## src/rtl/imc_pkg.sv

```systemverilog
package imc_pkg;

    // Operation codes carried in a request.
    localparam logic [2:0] OP_LCM   = 3'd1;
    localparam logic [2:0] OP_GCD   = 3'd2;
    localparam logic [2:0] OP_FACT  = 3'd3;
    localparam logic [2:0] OP_PRIME = 3'd4;
    localparam logic [2:0] OP_HYP   = 3'd5;

    // Status codes returned with each answer.
    localparam logic [1:0] ST_OK      = 2'd0;
    localparam logic [1:0] ST_INVALID = 2'd1;
    localparam logic [1:0] ST_ZERO    = 2'd2;

    localparam int RESULT_W = 64;
    localparam int CNT_W    = 7;

    // From this argument on the factorial is zero modulo 2^64.
    localparam logic [CNT_W-1:0] FACT_LIMIT = 7'd66;

    typedef enum logic [3:0] {
        S_IDLE,
        S_GCD,
        S_GCD_DIV,
        S_LCM_DIV,
        S_FACT,
        S_PRIME_CHK,
        S_PRIME_DIV,
        S_HYP_SQA,
        S_HYP_SQB,
        S_HYP_ROOT,
        S_DONE
    } state_t;

endpackage

```

## src/rtl/imc_if.sv

```systemverilog
// Request channel: opcode and two operands.
interface imc_req_if #(parameter int OPERAND_WIDTH = 16);
    logic                     valid;
    logic                     ready;
    logic [2:0]               opcode;
    logic [OPERAND_WIDTH-1:0] operand_a;
    logic [OPERAND_WIDTH-1:0] operand_b;

    modport source (output valid, output opcode, output operand_a, output operand_b,
                    input ready);
    modport sink   (input valid, input opcode, input operand_a, input operand_b,
                    output ready);
endinterface

// Response channel: result word and status.
interface imc_rsp_if;
    logic        valid;
    logic        ready;
    logic [63:0] result_value;
    logic [1:0]  status;

    modport source (output valid, output result_value, output status, input ready);
    modport sink   (input valid, input result_value, input status, output ready);
endinterface

```

## src/rtl/integer_math_calculator.sv

```systemverilog
// Integer math calculator. Each request carries an opcode and two unsigned operands and
// yields one response: lcm (1), gcd (2), factorial modulo 2^64 (3), primality flag (4) or
// hypotenuse in fixed point with FRACTION_BITS fraction bits, truncated (5); other opcodes
// return status 1, lcm with a zero operand returns status 2. One request is worked at a
// time; gcd, lcm and the prime test share a restoring divider that retires one quotient
// bit per cycle. A gcd takes one division per Euclid step and an lcm adds one more
// division; the prime test tries each divisor up to sqrt(n); the factorial does one
// multiply per index; the hypotenuse is found one root bit per cycle. The next request
// is taken as soon as the previous answer sits in the output register.
module integer_math_calculator
    import imc_pkg::*;
#(
    parameter int OPERAND_WIDTH = 16,
    parameter int FRACTION_BITS = 16
)
(
    input  logic      clk,
    input  logic      rst_n,
    imc_req_if.sink   req,
    imc_rsp_if.source rsp
);

    localparam int W     = OPERAND_WIDTH;
    localparam int NP    = W + FRACTION_BITS + 1;
    localparam int RAD_W = 2 * NP;
    localparam int REM_W = NP + 3;
    localparam int SQ_W  = W + 2;
    localparam int SUM_W = 2 * W + 1;

    state_t               state_reg, state_next;
    logic                 out_valid_reg, out_valid_next;
    logic [2:0]           op_reg, op_next;
    logic [W-1:0]         a_reg, a_next;
    logic [W-1:0]         b_reg, b_next;
    logic [W-1:0]         x_reg, x_next;
    logic [W-1:0]         y_reg, y_next;
    logic [W-1:0]         div_rem_reg, div_rem_next;
    logic [W-1:0]         div_quo_reg, div_quo_next;
    logic [W-1:0]         div_d_reg, div_d_next;
    logic [CNT_W-1:0]     cnt_reg, cnt_next;
    logic [RESULT_W-1:0]  acc_reg, acc_next;
    logic [W-1:0]         d_reg, d_next;
    logic [SQ_W-1:0]      sq_reg, sq_next;
    logic [RAD_W-1:0]     rad_reg, rad_next;
    logic [NP-1:0]        root_reg, root_next;
    logic [REM_W-1:0]     rem_reg, rem_next;
    logic [RESULT_W-1:0]  res_reg, res_next;
    logic [1:0]           sts_reg, sts_next;
    logic [RESULT_W-1:0]  out_res_reg, out_res_next;
    logic [1:0]           out_sts_reg, out_sts_next;

    logic                 req_fire;
    logic                 rsp_free;
    logic                 div_done;
    logic [W:0]           div_sh;
    logic [W:0]           div_sub;
    logic                 div_ge;
    logic [W-1:0]         mul_x, mul_y;
    logic [2*W-1:0]       mul_p;
    logic [RESULT_W-1:0]  fact_p;
    logic [SUM_W-1:0]     sq_sum;
    logic [REM_W-1:0]     rem_sh, trial;
    logic                 root_ge;

    assign req.ready        = (state_reg == S_IDLE);
    assign req_fire         = req.valid && req.ready;
    assign rsp.valid        = out_valid_reg;
    assign rsp.result_value = out_res_reg;
    assign rsp.status       = out_sts_reg;
    assign rsp_free         = !out_valid_reg || rsp.ready;

    // Shared restoring divider step: one quotient bit per cycle.
    assign div_done = (cnt_reg == CNT_W'(W));
    assign div_sh   = {div_rem_reg, div_quo_reg[W-1]};
    assign div_ge   = (div_sh >= {1'b0, div_d_reg});
    assign div_sub  = div_sh - {1'b0, div_d_reg};

    // Operand multiplier, shared by the lcm product and the two squares.
    always_comb
    begin
        mul_x = a_reg;
        mul_y = a_reg;
        case (state_reg)
            S_LCM_DIV:
            begin
                mul_x = div_quo_reg;
                mul_y = b_reg;
            end
            S_HYP_SQB:
            begin
                mul_x = b_reg;
                mul_y = b_reg;
            end
            default:
            begin
                mul_x = a_reg;
                mul_y = a_reg;
            end
        endcase
    end
    assign mul_p = mul_x * mul_y;

    // Factorial step: running product times a 7-bit index, kept modulo 2^64.
    assign fact_p = acc_reg * {{(RESULT_W-CNT_W){1'b0}}, cnt_reg};

    // Sum of squares for the hypotenuse.
    assign sq_sum = {1'b0, acc_reg[2*W-1:0]} + {1'b0, mul_p};

    // Square root step: bring down one bit pair, try to subtract 4*root+1.
    assign rem_sh  = {rem_reg[REM_W-3:0], rad_reg[RAD_W-1 -: 2]};
    assign trial   = {1'b0, root_reg, 2'b01};
    assign root_ge = (rem_sh >= trial);

    // Next state of the sequencer.
    always_comb
    begin
        state_next = state_reg;
        case (state_reg)
            S_IDLE:
            begin
                if (req_fire)
                begin
                    case (req.opcode)
                        OP_LCM:
                        begin
                            if (req.operand_a == '0 || req.operand_b == '0)
                                state_next = S_DONE;
                            else
                                state_next = S_GCD;
                        end
                        OP_GCD:   state_next = S_GCD;
                        OP_FACT:
                        begin
                            if (req.operand_a >= W'(FACT_LIMIT))
                                state_next = S_DONE;
                            else
                                state_next = S_FACT;
                        end
                        OP_PRIME:
                        begin
                            if (req.operand_a <= W'(1))
                                state_next = S_DONE;
                            else
                                state_next = S_PRIME_CHK;
                        end
                        OP_HYP:   state_next = S_HYP_SQA;
                        default:  state_next = S_DONE;
                    endcase
                end
            end
            S_GCD:
            begin
                if (y_reg != '0)
                    state_next = S_GCD_DIV;
                else if (op_reg == OP_LCM)
                    state_next = S_LCM_DIV;
                else
                    state_next = S_DONE;
            end
            S_GCD_DIV:
            begin
                if (div_done)
                    state_next = S_GCD;
            end
            S_LCM_DIV:
            begin
                if (div_done)
                    state_next = S_DONE;
            end
            S_FACT:
            begin
                if (W'(cnt_reg) > a_reg)
                    state_next = S_DONE;
            end
            S_PRIME_CHK:
            begin
                if ({2'b00, a_reg} < sq_reg)
                    state_next = S_DONE;
                else
                    state_next = S_PRIME_DIV;
            end
            S_PRIME_DIV:
            begin
                if (div_done)
                begin
                    if (div_rem_reg == '0)
                        state_next = S_DONE;
                    else
                        state_next = S_PRIME_CHK;
                end
            end
            S_HYP_SQA: state_next = S_HYP_SQB;
            S_HYP_SQB: state_next = S_HYP_ROOT;
            S_HYP_ROOT:
            begin
                if (cnt_reg == CNT_W'(NP - 1))
                    state_next = S_DONE;
            end
            S_DONE:
            begin
                if (rsp_free)
                    state_next = S_IDLE;
            end
            default: state_next = S_IDLE;
        endcase
    end

    // Datapath and output register updates.
    always_comb
    begin
        out_valid_next = out_valid_reg;
        op_next        = op_reg;
        a_next         = a_reg;
        b_next         = b_reg;
        x_next         = x_reg;
        y_next         = y_reg;
        div_rem_next   = div_rem_reg;
        div_quo_next   = div_quo_reg;
        div_d_next     = div_d_reg;
        cnt_next       = cnt_reg;
        acc_next       = acc_reg;
        d_next         = d_reg;
        sq_next        = sq_reg;
        rad_next       = rad_reg;
        root_next      = root_reg;
        rem_next       = rem_reg;
        res_next       = res_reg;
        sts_next       = sts_reg;
        out_res_next   = out_res_reg;
        out_sts_next   = out_sts_reg;

        if (rsp.valid && rsp.ready)
            out_valid_next = 1'b0;

        // Any divider state steps until the quotient is complete.
        if ((state_reg inside {S_GCD_DIV, S_LCM_DIV, S_PRIME_DIV}) && !div_done)
        begin
            div_rem_next = div_ge ? div_sub[W-1:0] : div_sh[W-1:0];
            div_quo_next = {div_quo_reg[W-2:0], div_ge};
            cnt_next     = cnt_reg + CNT_W'(1);
        end

        case (state_reg)
            S_IDLE:
            begin
                if (req_fire)
                begin
                    op_next  = req.opcode;
                    a_next   = req.operand_a;
                    b_next   = req.operand_b;
                    x_next   = req.operand_a;
                    y_next   = req.operand_b;
                    res_next = '0;
                    sts_next = ST_OK;
                    acc_next = RESULT_W'(1);
                    cnt_next = CNT_W'(2);
                    d_next   = W'(2);
                    sq_next  = SQ_W'(4);
                    case (req.opcode)
                        OP_LCM:
                        begin
                            if (req.operand_a == '0 || req.operand_b == '0)
                                sts_next = ST_ZERO;
                        end
                        OP_GCD, OP_FACT, OP_PRIME, OP_HYP: sts_next = ST_OK;
                        default: sts_next = ST_INVALID;
                    endcase
                end
            end
            S_GCD:
            begin
                div_rem_next = '0;
                cnt_next     = '0;
                div_d_next   = y_reg;
                div_quo_next = x_reg;
                if (y_reg == '0)
                begin
                    res_next     = RESULT_W'(x_reg);
                    div_d_next   = x_reg;
                    div_quo_next = a_reg;
                end
            end
            S_GCD_DIV:
            begin
                if (div_done)
                begin
                    x_next = y_reg;
                    y_next = div_rem_reg;
                end
            end
            S_LCM_DIV:
            begin
                if (div_done)
                    res_next = RESULT_W'(mul_p);
            end
            S_FACT:
            begin
                if (W'(cnt_reg) > a_reg)
                    res_next = acc_reg;
                else
                begin
                    acc_next = fact_p;
                    cnt_next = cnt_reg + CNT_W'(1);
                end
            end
            S_PRIME_CHK:
            begin
                if ({2'b00, a_reg} < sq_reg)
                    res_next = RESULT_W'(1);
                div_rem_next = '0;
                div_quo_next = a_reg;
                div_d_next   = d_reg;
                cnt_next     = '0;
            end
            S_PRIME_DIV:
            begin
                if (div_done && div_rem_reg != '0)
                begin
                    sq_next = sq_reg + SQ_W'({d_reg, 1'b1});
                    d_next  = d_reg + W'(1);
                end
            end
            S_HYP_SQA:
            begin
                acc_next = RESULT_W'(mul_p);
            end
            S_HYP_SQB:
            begin
                rad_next  = RAD_W'(sq_sum) << (2 * FRACTION_BITS);
                root_next = '0;
                rem_next  = '0;
                cnt_next  = '0;
            end
            S_HYP_ROOT:
            begin
                rem_next  = root_ge ? (rem_sh - trial) : rem_sh;
                root_next = {root_reg[NP-2:0], root_ge};
                rad_next  = rad_reg << 2;
                cnt_next  = cnt_reg + CNT_W'(1);
                if (cnt_reg == CNT_W'(NP - 1))
                    res_next = RESULT_W'({root_reg[NP-2:0], root_ge});
            end
            S_DONE:
            begin
                if (rsp_free)
                begin
                    out_valid_next = 1'b1;
                    out_res_next   = res_reg;
                    out_sts_next   = sts_reg;
                end
            end
            default:
            begin
                res_next = res_reg;
            end
        endcase
    end

    // Control registers.
    always_ff @(posedge clk or negedge rst_n)
    begin
        if (!rst_n)
        begin
            state_reg     <= S_IDLE;
            out_valid_reg <= 1'b0;
        end
        else
        begin
            state_reg     <= state_next;
            out_valid_reg <= out_valid_next;
        end
    end

    // Payload registers.
    always_ff @(posedge clk)
    begin
        op_reg      <= op_next;
        a_reg       <= a_next;
        b_reg       <= b_next;
        x_reg       <= x_next;
        y_reg       <= y_next;
        div_rem_reg <= div_rem_next;
        div_quo_reg <= div_quo_next;
        div_d_reg   <= div_d_next;
        cnt_reg     <= cnt_next;
        acc_reg     <= acc_next;
        d_reg       <= d_next;
        sq_reg      <= sq_next;
        rad_reg     <= rad_next;
        root_reg    <= root_next;
        rem_reg     <= rem_next;
        res_reg     <= res_next;
        sts_reg     <= sts_next;
        out_res_reg <= out_res_next;
        out_sts_reg <= out_sts_next;
    end

endmodule

```

## src/flat_wrapper.sv

```systemverilog
// flat-port wrapper written by rule: the top's interface ports become plain ports
module integer_math_calculator_flat import imc_pkg::*;
#(
    parameter int OPERAND_WIDTH = 16,
    parameter int FRACTION_BITS = 16
)
  (clk, rst_n, req_valid, req_opcode, req_operand_a, req_operand_b, req_ready, rsp_valid, rsp_result_value, rsp_status, rsp_ready);
  imc_req_if #(.OPERAND_WIDTH(OPERAND_WIDTH)) req_i ();
  imc_rsp_if rsp_i ();
  input  logic clk;
  input  logic rst_n;
  input wire logic [$bits(req_i.valid)-1:0] req_valid;
  input wire logic [$bits(req_i.opcode)-1:0] req_opcode;
  input wire logic [$bits(req_i.operand_a)-1:0] req_operand_a;
  input wire logic [$bits(req_i.operand_b)-1:0] req_operand_b;
  output wire logic [$bits(req_i.ready)-1:0] req_ready;
  output wire logic [$bits(rsp_i.valid)-1:0] rsp_valid;
  output wire logic [$bits(rsp_i.result_value)-1:0] rsp_result_value;
  output wire logic [$bits(rsp_i.status)-1:0] rsp_status;
  input wire logic [$bits(rsp_i.ready)-1:0] rsp_ready;
  assign req_i.valid = req_valid;
  assign req_i.opcode = req_opcode;
  assign req_i.operand_a = req_operand_a;
  assign req_i.operand_b = req_operand_b;
  assign req_ready = req_i.ready;
  assign rsp_valid = rsp_i.valid;
  assign rsp_result_value = rsp_i.result_value;
  assign rsp_status = rsp_i.status;
  assign rsp_i.ready = rsp_ready;
  integer_math_calculator #(.OPERAND_WIDTH(OPERAND_WIDTH), .FRACTION_BITS(FRACTION_BITS)) u_core (.clk(clk), .rst_n(rst_n), .req(req_i), .rsp(rsp_i));
endmodule
```

## config.mk

```make
export PLATFORM = sky130hd
export DESIGN_NAME = integer_math_calculator_flat
export DESIGN_NICKNAME = d
export VERILOG_FILES = /design/src/rtl/imc_pkg.sv /design/src/rtl/imc_if.sv /design/src/rtl/integer_math_calculator.sv /design/src/flat_wrapper.sv
export SDC_FILE = /design/constraint.sdc
export NUM_CORES = 2
export LEC_CHECK = 0
export ABC_CLOCK_PERIOD_IN_PS = 8500
export BUFFER_PORTS_ARGS = -buffer_cell sky130_fd_sc_hd__buf_2
export CAP_MARGIN = 20
export CELL_PAD_IN_SITES_DETAIL_PLACEMENT = 1
export CELL_PAD_IN_SITES_GLOBAL_PLACEMENT = 1
export CORE_MARGIN = 2
export CORE_UTILIZATION = 25
export CTS_BUF_LIST = sky130_fd_sc_hd__clkbuf_8
export CTS_CLUSTER_SIZE = 12
export DETAILED_ROUTE_END_ITERATION = 10
export HOLD_SLACK_MARGIN = 0.06
export PLACE_DENSITY_LB_ADDON = 0.1
export REMOVE_ABC_BUFFERS = 1
export SYNTH_ARGS = -nofsm -noshare
export SYNTH_HDL_FRONTEND = slang
export SYNTH_SLANG_ARGS = --single-unit
```

## constraint.sdc

```tcl
create_clock -name clk -period 8.5 [get_ports clk]
set_input_delay 1.7 -clock clk [delete_from_list [all_inputs] [get_ports clk]]
set_output_delay 1.7 -clock clk [all_outputs]
set_load 0.01 [all_outputs]
```

# Word-level counts from Yosys, hierarchy flattened

Cells that the tools add are included.

Mux-type cells: 59
Add/subtract/negate cells: 6
Equality and inequality tests: 29
Order comparisons: 6
Multipliers: 2
Reductions and logical operators: 34

Operators with widths:

| cell                                                           | count |
|---|---|
| 64-bit two-way mux                                             | 8 |
| 64-bit case mux with 6 select lines                            | 1 |
| 16-bit case mux with 2 select lines                            | 6 |
| 64-bit case mux with 3 select lines                            | 1 |
| 16-bit two-way mux                                             | 11 |
| 66-bit case mux with 2 select lines                            | 1 |
| 34-bit case mux with 2 select lines                            | 1 |
| 33-bit case mux with 2 select lines                            | 1 |
| 16-bit zero test                                               | 4 |
| 64-bit by 7-bit multiplier with 64-bit output                  | 1 |
| 4-bit two-way mux                                              | 14 |
| 4-bit case mux with 11 select lines                            | 1 |
| 36-bit by 35-bit greater-or-equal comparator with 1-bit output | 1 |
| 18-bit two-way mux                                             | 2 |
| 18-bit case mux with 2 select lines                            | 1 |
| 34-bit two-way mux                                             | 1 |
| 34-bit subtractor                                              | 1 |
| 32-bit by 32-bit adder with 33-bit output                      | 1 |
| 16-bit by 16-bit multiplier with 32-bit output                 | 1 |
| 16-bit nonzero test                                            | 2 |
| 7-bit case mux with 4 select lines                             | 1 |
| 7-bit two-way mux                                              | 3 |
| 4-bit case mux with 5 select lines                             | 1 |
| 18-bit by 17-bit adder with 18-bit output                      | 1 |
| 35 further kinds                                               | 70 |

Flip-flop bits (word level): 490
Input port bits: 39
Logic and storage cells: 157

# Depth between registers and ports, before layout

Word-level depth: 6
Mapped depth: 42
Depth with buffers taken out: 41

# Worst setup path before layout

No wires, ideal clock.

Path kind: reg2reg
Start point: register u_core.state_reg[1]
End point: register u_core.rad_reg[63] (data pin)
Cell stages (with the launch flop): 39
Library setup time: 269 ps
Required time: 8231 ps
Buffers on the path: 2
Slack: -834 ps
Data arrival time: 9065 ps
Path through: dfrtp_1 nand2_1 or3_1 clkbuf_1 nand2_1 clkbuf_1 nor2_1 a221oi_1 nor2_1 fa_1 inv_1 fa_1 fa_1 fa_1 inv_1 fa_1 inv_1 fa_1 (+3 left out) o2111ai_1 a21oi_1 o21ai_0 a221oi_1 mux2i_1 nor2_1 inv_1 ha_1 nand3_1 or3_1 a2bb2oi_1 o2111ai_1 o211ai_2 o211ai_1 a21oi_1 o31ai_1 xnor2_1 o21ai_0

Longest elaborated chain between the ends: 6

Ends and longest elaborated chain:

| what                                                                                  | RTL line                                                      | source |
|---|---|---|
| start: declaration                                                                    | integer_math_calculator.sv:30                                 | `state_t state_reg, state_next;` |
| start signal: assignment                                                              | integer_math_calculator.sv:369                                | `state_reg <= state_next;` |
| 4-bit equality test or 4-bit by 2-bit equality test with 1-bit output (tied branches) | integer_math_calculator.sv:83, integer_math_calculator.sv:243 |  |
| 2-bit OR reduction (no source line)                                                   | --                                                            |  |
| 16-bit two-way mux                                                                    | integer_math_calculator.sv:83                                 | `case (state_reg)` |
| 16-bit by 16-bit multiplier with 32-bit output                                        | integer_math_calculator.sv:101                                | `assign mul_p = mul_x * mul_y;` |
| 32-bit by 32-bit adder with 33-bit output                                             | integer_math_calculator.sv:107                                | `assign sq_sum = {1'b0, acc_reg[2*W-1:0]} + {1'b0, mul_p};` |
| 66-bit case mux with 2 select lines (*)                                               | integer_math_calculator.sv:243                                | `case (state_reg)` |
| net u_core.rad_next[63]                                                               | integer_math_calculator.sv:44                                 | `logic [RAD_W-1:0] rad_reg, rad_next;` |
| end signal: assignment                                                                | integer_math_calculator.sv:389                                | `rad_reg <= rad_next;` |
| end: declaration                                                                      | integer_math_calculator.sv:44                                 |  |

Mark *: on every way through the listed nets, which the timed path passes. The rest lies on a longest branch. The select of a mux whose other input is x is not followed.
A chain may end at the register's enable or synchronous reset.

# Worst setup path in the final report

Start point: register u_core.state_reg[1]
End point: register u_core.rad_reg[60] (data pin)

The elaborated chain is that of the path after synthesis.

==> flow_results.org <==
** Cells and area
- Most used cells in the layout excluding fill and tap cells :: sky130_fd_sc_hd__nand2_1, sky130_fd_sc_hd__inv_1, sky130_fd_sc_hd__fa_1
- Summing all flip-flop and latch instances after layout gives roughly 0.014 mm².
- Area growth from synthesis to layout :: 20.89%
- In the final design database the tool counted between 6000 and 7000 nets.
- The multi-input combinational cells in the finished layout cover a total of 0.02936 mm².
- Count of fill cells added during filler insertion :: 20540
- In the final layout, the share of cells above drive strength 1 is 0.1771.
- Non-Filler Instances :: about 7700
- The library cell used most frequently in the layout, excluding fill and tap cells, is sky130_fd_sc_hd__nand2_1.

** Floorplan
- For this design the top-level I/O count stands at 107.
- The die covers ~0.18 mm².
- The initial utilization of the core area, before any placement, comes to 0.2521.
- Row generation in the floorplan step produced 155 rows.
- Vertical extent of the die :: approximately 430 µm
- The total area inside the core boundary comes to 0.1788 mm².
- From left edge to right edge, the die measures around 430 µm.

** Timing
- RSZ-0062 raised after global routing :: true
- Shortest clock period the worst path allows after layout :: just under 9 ns
- Worst setup slack after layout :: -0.2176 ns
- Setup violations remaining at the end of the flow were counted as 8.
- Pins Over Slew Limit :: 0
- Hold is met by around 0.37 ns.
- In this run the tightest slew margin relative to its limit is 0.3039.
- Of the available clock period, the critical path in the final layout requires 1.026.
- Final Hold Fails :: 0
- Final setup skew :: between 0.07 and 0.08 ns
- Transition time at the pin with the least slew margin :: about 1.0 ns
- Based on the critical path, the design can be clocked at up to roughly 110 MHz.

** Pwr
- Gate power share :: 0.006
- Internal power comes to 3.775 mW.
- Portion of total power attributed to sequential cells :: 0.483
- Summed over all nets, the switching power comes to between 1 and 1.5 mW.
- Of the total power, the share spent switching nets is 0.2501.
- Power spread over the standard cell area amounts to 92.37 mW/mm².
- Leakage power of the design :: roughly 25 nW
- Fraction of power consumed by the clock network :: 0.511
- VDD sags by at most about 0.097 mV.

** Critical path
- STA classifies the critical path startpoint as a flop.
- Largest driver fanout on the critical path :: 7
- Gate family responsible for the most delay along the worst path :: adder cells
- Worst setup EP type :: flop
- In this design, the stage delay of the slowest critical-path cell is between 0.5 and 0.6 ns.
- Critical path buffer and inverter count :: 7
- Required time worst endpoint :: ~9 ns
- The largest individual stage delay along the critical path comes from the cell sky130_fd_sc_hd__fa_1.
- The most numerous cell type found on the critical path is sky130_fd_sc_hd__fa_1.
- Data on the critical path arrives at its endpoint at between 9 and 10 ns.
- The critical path in this run is classified as reg -> reg.

** Global route
- Overflow left after global routing :: 0
- The via count of the first global-routing pass was 39370.
- Number of antenna violations at the first check in global routing :: 9
- Across every metal layer, demand over resource in global routing totals 0.1857.
- The first global-routing pass estimated around 260 mm of wire.
- Entering global routing, the biggest net connects 65 pins.

** Routing
- Vias post-DR :: between 30000 and 40000
- Wire per inst :: about 22 µm
- Number of iterations in the first detailed-routing pass :: 6
- Remaining DRCs :: 0
- In this run, the number of DRC markers left after iteration 0 of detailed routing was approximately 1800.
- After detailed routing, the number of vias per cell comes to roughly 4.7.
- The final layout contains routed wiring with a total length of ~170 mm.
- Once detail routing completed, the nets flagged for antenna violations numbered 0.

** Clock tree
- Clock tree from TritonCTS :: done
- For this design, the sink count on the clock tree is approximately 460.
- Clock-pin slew was measured on the worst setup and hold paths at ~0.060 ns.
- The clock passes through at most 3 buffers.
- CTS Hold Buffers Added :: 0
- The clock reaches the later pin of the worst-skew pair after 0.88 ns.
- CTS Buf Count :: 98
- The tree is rooted in a sky130_fd_sc_hd__clkbuf_8.
- Number of H-tree branching levels :: 3

** Synth
- Mean area per synthesized cell :: about 9.5 µm²
- The synthesized netlist occupies a cell area of 0.04509 mm².
- Synthesized instance count :: 4754
- The number of different library cells used by synthesis comes to 82.
- Top FF cell, synth :: sky130_fd_sc_hd__edfxtp_1
- FF+latch count, synth :: approximately 460
- After synthesis, the share of flip-flops with an asynchronous set or reset is 0.01092.
- YS warnings :: 0
- Proportion of synthesized chip area in sequential cells :: 0.2994
- Post-synth EDFFs :: 430

** Flow run
- Max-capacitance violation count :: 0

** Outcome
- Outcome :: complete, but fails checks
- Violations in the final reports :: setup timing

** Place
- Input and output buffers added on the ports amount to 106.
- Post-placement cell count :: between 7000 and 8000
- Post-placement worst setup slack :: -0.7409 ns
- After legalization and detailed placement, the total HPWL measured about 140 mm.
- Final weighted congestion in routability-driven placement :: approximately 0.83

** Worst hold path
- The worst hold path belongs to the class reg -> reg.
## stage by stage
| stage | setup TNS, ns | utilization | area [µm²] | power [mW] |
|---|---|---|---|---|
| floorplan | -383.65 | - | 44300 | 2.482 |
| global placement | -5.729 | 0.2861 | 51160 | 2.507 |
| detailed placement | -6.687 | 0.2862 | 51170 | 2.507 |
| CTS | -1.518 | 0.3040 | 54360 | 5.166 |
| global route | -6.161 | 0.3048 | 54500 | 5.239 |
| finish | -1.087 | 0.3048 | 54500 | 5.035 |
## worst register-to-register path: cells and delay by family (launching register included)
| kind | cells | cell delay [ns] |
|---|---|---|
| adder cells (fa/ha/maj) | 8 | 3.64 |
| AO/OA/AOI/OAI | 13 | 2.07 |
| AND/OR/NAND/NOR | 9 | 1.20 |
| buffers and inverters | 7 | 0.69 |
| flip-flops | 1 | 0.40 |
| XOR/XNOR | 2 | 0.36 |
## path summary, 6_finish.rpt
| kind | from | end | slack (ns) | cells after the start |
|---|---|---|---|---|
| worst max register to register | u_core.state_reg[1]$_DFFE_PN0P_ | u_core.rad_reg[60]$_DFFE_PP_ | -0.22 | 39 |
| worst min register to register | u_core.res_reg[19]$_DFFE_PP_ | u_core.rsp.result_value[19]$_DFFE_PP_ | 0.37 | 0 |
| worst min-delay path | u_core.res_reg[19]$_DFFE_PP_ | u_core.rsp.result_value[19]$_DFFE_PP_ | 0.37 | 0 |
| min in group asynchronous | rst_n | u_core.state_reg[2]$_DFFE_PN0P_ | 0.68 | 1 |
| max in group asynchronous | rst_n | u_core.state_reg[0]$_DFFE_PN0P_ | 7.62 | 1 |
| worst max-delay path | u_core.state_reg[1]$_DFFE_PN0P_ | u_core.rad_reg[60]$_DFFE_PP_ | -0.22 | 39 |
## synth_stat cells, types with 16 or more instances
cell type | n | area share
sky130_fd_sc_hd__nand2_1 | 753 | 0.063
sky130_fd_sc_hd__inv_1 | 640 | 0.053
sky130_fd_sc_hd__fa_1 | 489 | 0.22
sky130_fd_sc_hd__edfxtp_1 | 430 | 0.29
sky130_fd_sc_hd__nor2_1 | 332 | 0.028
sky130_fd_sc_hd__ha_1 | 301 | 0.084
sky130_fd_sc_hd__a21oi_1 | 254 | 0.028
sky130_fd_sc_hd__o21ai_0 | 167 | 0.019
sky130_fd_sc_hd__clkbuf_1 | 150 | 0.012
sky130_fd_sc_hd__and2_1 | 123 | 0.017
sky130_fd_sc_hd__a21o_1 | 112 | 0.019
sky130_fd_sc_hd__xnor2_1 | 103 | 0.020
sky130_fd_sc_hd__nor3_1 | 68 | 0.0075
sky130_fd_sc_hd__xor2_1 | 61 | 0.012
sky130_fd_sc_hd__and3_1 | 46 | 0.0064
sky130_fd_sc_hd__nand3_1 | 45 | 0.0050
sky130_fd_sc_hd__buf_1 | 44 | 0.0037
sky130_fd_sc_hd__a221o_1 | 37 | 0.0082
sky130_fd_sc_hd__o21a_1 | 36 | 0.0060
sky130_fd_sc_hd__nand2b_1 | 33 | 0.0046
sky130_fd_sc_hd__mux2_2 | 32 | 0.0080
sky130_fd_sc_hd__a211oi_1 | 30 | 0.0050
sky130_fd_sc_hd__a221oi_1 | 30 | 0.0058
sky130_fd_sc_hd__nand4_1 | 28 | 0.0039
sky130_fd_sc_hd__nor4_1 | 28 | 0.0039
sky130_fd_sc_hd__nor2b_1 | 26 | 0.0036
sky130_fd_sc_hd__o31ai_1 | 24 | 0.0040
sky130_fd_sc_hd__dfxtp_1 | 23 | 0.010
sky130_fd_sc_hd__a31oi_1 | 19 | 0.0026
sky130_fd_sc_hd__o21bai_1 | 18 | 0.0030
sky130_fd_sc_hd__or3_1 | 18 | 0.0025
sky130_fd_sc_hd__or2_2 | 17 | 0.0024
sky130_fd_sc_hd__a222oi_1 | 16 | 0.0036
sky130_fd_sc_hd__mux2i_1 | 16 | 0.0036
sky130_fd_sc_hd__o211ai_1 | 16 | 0.0027
## power groups by stage
stage	logic (mW)	registers [mW]	clock network, mW
floorplan	0.00319	2.48	0
global placement	0.0284	2.48	0
detailed placement	0.0285	2.48	0
CTS	0.0285	2.43	2.71
global route	0.0300	2.43	2.78
finish	0.0285	2.43	2.57
## final cells by class
cell class / instances / area share
multi-input combinational: 3450 / 0.5386
sequential: 458 / 0.2479
timing repair buffer: 565 / 0.07855
tap: 2355 / 0.05406
inverter: 640 / 0.04408
clock buffer: 104 / 0.02626
clock inverter: 78 / 0.01042
antenna: 4 / 0.0001836
## routing by layer
layer | vias to the layer above | track usage | wire, µm
li1 | 16970 | - | -
met1 | 18470 | 0.2535 | 81190
met2 | 422 | 0.3128 | 81410
met3 | 149 | 0.02091 | 4687
met4 | 2 | 0.04484 | 3512
met5 | - | 0 | 20
## repair_timing
item / in CTS / in global routing
cloned: 1 / 0
setup endpoints to repair: 15 / 15
buffers inserted: 42 / 9
pin swaps: 137 / 25
gates resized for setup: 184 / 17
## logic make-up (layout without fill, tap and decap cells)
kind of cell / after synthesis / after routing / share of synthesized area
other: 0 / 4 / 0
AO/OA/AOI/OAI: 890 / 890 / 0.1310
adder cells (fa/ha/maj): 791 / 791 / 0.3009
multiplexers: 48 / 48 / 0.01154
buffers and inverters: 846 / 1387 / 0.07077
AND/OR/NAND/NOR: 1557 / 1557 / 0.1546
flip-flops: 458 / 458 / 0.2994
XOR/XNOR: 164 / 164 / 0.03186
Note: power is estimated with default switching activity, not from simulation.
